`config.mk`:
```
export PLATFORM = sky130hd
export DESIGN_NAME = pidpd_qmul
export DESIGN_NICKNAME = d
export VERILOG_FILES = /design/src/hdl/pidpd_pkg.sv /design/src/hdl/pidpd_qmul.sv
export SDC_FILE = /design/constraint.sdc
export NUM_CORES = 2
export LEC_CHECK = 0
export BUFFER_PORTS_ARGS = -buffer_cell sky130_fd_sc_hd__buf_2
export CORE_ASPECT_RATIO = 1.25
export CORE_MARGIN = 1.5
export CORE_UTILIZATION = 55
export DETAILED_ROUTE_END_ITERATION = 12
export PLACE_DENSITY = 0.72
export SYNTH_ARGS = -nofsm -noshare
export SYNTH_HDL_FRONTEND = slang
export SYNTH_SLANG_ARGS = --single-unit
export TNS_END_PERCENT = 5
```
`constraint.sdc`:
```
create_clock -name vclk -period 22.8
set_input_delay 4.56 -clock vclk [all_inputs]
set_output_delay 4.56 -clock vclk [all_outputs]
set_load 0.01 [all_outputs]
```
`src/hdl/pidpd_pkg.sv`:
```
`timescale 1ns / 1ps
// ----------------------------------------------------------------------------
// pidpd_pkg
// Shared widths, register indexes and saturation helper for the PID block.
// ----------------------------------------------------------------------------
package pidpd_pkg;

  localparam int DataW = 32;
  localparam int ProdW = 48;
  localparam int SumW  = 50;
  localparam int SatW  = 51;
  localparam int LimW  = 31;
  localparam int IdxW  = 3;

  typedef logic [IdxW-1:0] cfg_idx_t;

  localparam cfg_idx_t CfgLoopMode  = 3'd0;
  localparam cfg_idx_t CfgGainP     = 3'd1;
  localparam cfg_idx_t CfgGainI     = 3'd2;
  localparam cfg_idx_t CfgGainD     = 3'd3;
  localparam cfg_idx_t CfgIntLimit  = 3'd4;
  localparam cfg_idx_t CfgDriveMax  = 3'd5;
  localparam cfg_idx_t CfgDriveMin  = 3'd6;

  typedef enum logic {
    FuncStep  = 1'b0,
    FuncClear = 1'b1
  } func_t;

  typedef enum logic {
    ModePositional  = 1'b0,
    ModeIncremental = 1'b1
  } mode_t;

  // Saturates a wide signed value to the signed 32-bit range.
  function automatic logic signed [DataW-1:0] sat32(input logic signed [SatW-1:0] v);
    logic signed [DataW-1:0] r;
    if ((&v[SatW-1:DataW-1]) || !(|v[SatW-1:DataW-1])) begin
      r = v[DataW-1:0];
    end else if (v[SatW-1]) begin
      r = {1'b1, {(DataW-1){1'b0}}};
    end else begin
      r = {1'b0, {(DataW-1){1'b1}}};
    end
    return r;
  endfunction

endpackage

```
`src/hdl/pidpd_qmul.sv`:
```
`timescale 1ns / 1ps
// ----------------------------------------------------------------------------
// pidpd_qmul
// Signed Q16.16 multiplier; the full product is floored by 16 fraction bits.
// ----------------------------------------------------------------------------
module pidpd_qmul (
  input  logic signed [pidpd_pkg::DataW-1:0] a,
  input  logic signed [pidpd_pkg::DataW-1:0] b,
  output logic signed [pidpd_pkg::ProdW-1:0] q
);

  logic signed [2*pidpd_pkg::DataW-1:0] prod;

  assign prod = a * b;
  assign q    = prod[2*pidpd_pkg::DataW-1:2*pidpd_pkg::DataW-pidpd_pkg::ProdW];

endmodule
```
==> Yosys cells after proc, flatten, opt, wreduce, memory -nomap -nowiden <==
Cells that the tools add are included.
{ "totals": {"regBits": 0, "input_bits": 64, "out_inout_bits": 48} }
{ "classes": {"mul": 1} }
{ "ops": {"columns": ["op", "count"], "rows": [
  ["$mul 32x32->64", 1]
]} }

==> Logic depth before layout (Yosys ltp) <==
{ "logic_depth": {"depth_word": 1, "depth_mapped": 27, "ltp_nobuf": 26} }

==> Worst setup path after synthesis <==
No wires, ideal clock.
{ "synth_path": {"path_type": "input-to-output", "start": "input port b[2] (netlist bit)", "end": "output port q[47] (netlist bit)", "arrival_ps": 11567, "t_required_ps": 18240, "slack_ps": 6673, "path_stages": 23, "n_path_buf": 1, "path_cell_list": "clkbuf_1 nand2_1 inv_1 fa_1 fa_1 fa_1 fa_1 inv_1 fa_1 inv_1 fa_1 fa_1 fa_1 ha_1 a21o_1 a21oi_1 o21bai_1 a221oi_1 o31a_1 o21a_1 o21ai_1 a21oi_1 xnor2_1"} }
{ "synth_between": {"elab_chain_len": 1} }
{ "synth_lines": {"columns": ["element", "line_no", "source"], "rows": [
  ["start, declared", "pidpd_qmul.sv:8", "input logic signed [pidpd_pkg::DataW-1:0] b,"],
  ["$mul 32x32->64", "pidpd_qmul.sv:14", "assign prod = a * b;"],
  ["end, declared", "pidpd_qmul.sv:9", "output logic signed [pidpd_pkg::ProdW-1:0] q"]
]} }
Every way passes these cells.

==> Worst setup path after layout <==
{ "layout_path": {"start": "input port a[31] (netlist bit)", "end": "output port q[47] (netlist bit)"} }
{ "layout_between": {"elab_chain_len": 1} }
{ "layout_lines": {"columns": ["element", "line_no", "source"], "rows": [
  ["start, declared", "pidpd_qmul.sv:7", "input logic signed [pidpd_pkg::DataW-1:0] a,"],
  ["$mul 32x32->64", "pidpd_qmul.sv:14", null]
]} }
Every way passes these cells.

==> flow_summary.yaml <==
run_status:
  status: "finished clean"
die:
  rows: 103
  die_w_microns: 230
  die_h_microns: 286
  io_pins: 112
  coreArea_sq_mm: 0.0633
  dieArea_sq_mm: 0.0658
  initial_core_util_pct: 55.8
global_route:
  grt_pass1_vias: 28900
  grt_usage_pct: 31.6
  antenna_found_initial: 5
  use_met2_pct: 56.4
  met1_usage_pct: 38.0
  top_usage_layer: "met2"
  met3_usage_pct: 4.06
  grt_start_max_net_pins: 33
  overflow: 0
  grt_pass1_wl_microns: 158000
clock_network:
  hold_buffers: 0
  cts_resized: 0
  cts_setup_buffers: 0
logic_synthesis:
  ys.warnings.count: 0
  yosysTopAreaCellShare_pct: 61.3
  syn_nets: 5055
  synthTopCellsByCount: "fa_1, inv_1, and2_1"
  synth_area_per_cell_sq_um: 9.47
  synth_top_cell_by_area: "fa_1"
  synth_cells: 3730
  netlist_area_sq_mm: 0.0353
  synth_most_common_cell: "fa_1"
  synth_cell_type_count: 54
  synth_seq_area_share_pct: 0
  synthTopCellsByArea: "fa_1, inv_1, and2_1"
route:
  drc_errors: 0
  drtPass1Iterations: 7
  drt-initial-drc-count: 1505
  wl_microns: 96700
  vias_per_cell: 5.55
  ant_nets: 0
  routedWlPerCell_microns: 21.4
  vias: 25100
cells_and_area:
  nFlopsAndLatches: 0
  n_clock_buffer: 0
  final_nets: 4997
  drive_gt1_share_pct: 4.06
  seq_area_sq_um: 0
  areaGrowthSynthToFinish_pct: 2.99
sta:
  max_slew.worst_pin.slew_ns: 1.05
  tns_ns: 0
  hold_violations: 0
  setup_viol: 0
  relSlewSlack_pct: 29.9
  finalCritPeriodShare_pct: 76.4
  rsz0062_at_grt: "false"
  slew_viol_final: 0
  period_minus_slack_ns: 17.42
  fmax_ghz: 0.0574
setup_path:
  arrival_ns: 12.86
  cp_max_fo: 32
  required_ns: 18.24
  end_kind: "output pin"
  cp-start-kind: "primary input"
  path_class: "in2out"
hold_path:
  hold_depth: 8
  hold_path.class: "in2out"
placement:
  gp_congestion: 0.919
  place_hpwl_microns: 74700
  portBuffers: 112
job:
  timing.max_cap.violations: 0
-- critical path: stages --
cell and delay [ns]:
buf_2 0.50, nand2_1 0.27, inv_1 0.15, fa_1 0.40
inv_1 0.26, fa_1 0.48, inv_1 0.23, fa_1 0.50
fa_1 0.86, inv_1 0.40, fa_1 0.60, inv_1 0.06
fa_1 0.56, fa_1 0.43, fa_1 0.47, ha_1 0.37
a21o_1 0.18, a21oi_1 0.14, o21bai_1 0.08, a221oi_1 0.40
o31a_1 0.19, o21a_1 0.12, o21ai_1 0.08, a21oi_1 0.19
xnor2_1 0.15, buf_2 0.16
-- final cells by class --
| cell class | instances | area, sq um |
|---|---|---|
| Fill cell | 5618 | 26900 |
| Inverter | 957 | 3590 |
| Antenna cell | 5 | 12.5 |
| Timing Repair Buffer | 135 | 733 |
| Multi-Input combinational cell | 2578 | 31000 |
| Tap cell | 840 | 1050 |
-- cells in the final DEF (no fill, tap or decap), drive strengths merged, types with 11 or more instances in the layout --
cell type	count
nand4	11
a21o	26
buf	135
a21oi	43
nor3	13
ha	180
nand2	501
fa	1081
nor2	51
nand2b	13
xor2	18
xnor2	38
o21ai	27
inv	957
and2	508
-- path summary, 6_finish.rpt --
kind / from / end / slack [ns]
worst max-delay path: a[31] / q[47] / 5.38
worst min-delay path: a[31] / q[47] / 10.70
-- metal layers --
layer | vias to the layer above | wire (microns) | part of all wire [%]
met3 | 322 | 6750 | 7.0
met2 | 1061 | 50400 | 52
met5 | - | 11 | 0.011
met1 | 13300 | 33900 | 35
met4 | 2 | 5640 | 5.8
li1 | 10400 | - | -
-- logic make-up (layout without fill, tap and decap cells) --
family	Yosys count	after routing	synth area share, %
AOI/OAI and AO/OA	139	139	2.68
adders and majority gates	1261	1261	67.7
xor gates and xnor gates	56	56	1.39
other	0	5	0
and+or+nand+nor	1122	1122	16.0
buffers and inverters	1152	1092	12.3
-- per-stage QoR --
stage	worst slack [ns]	hold WS (ns)	instance area [sq um]	utilization, %	cells
after floorplan	6.67	9.83	35300	-	3730
after global placement	5.47	10.71	36400	57.5	4510
after detailed placement	5.36	10.72	36400	57.5	4510
after CTS	5.32	10.74	36400	57.5	4510
after global routing	4.79	10.80	36400	57.5	4512
final	5.38	10.70	36400	57.5	4515
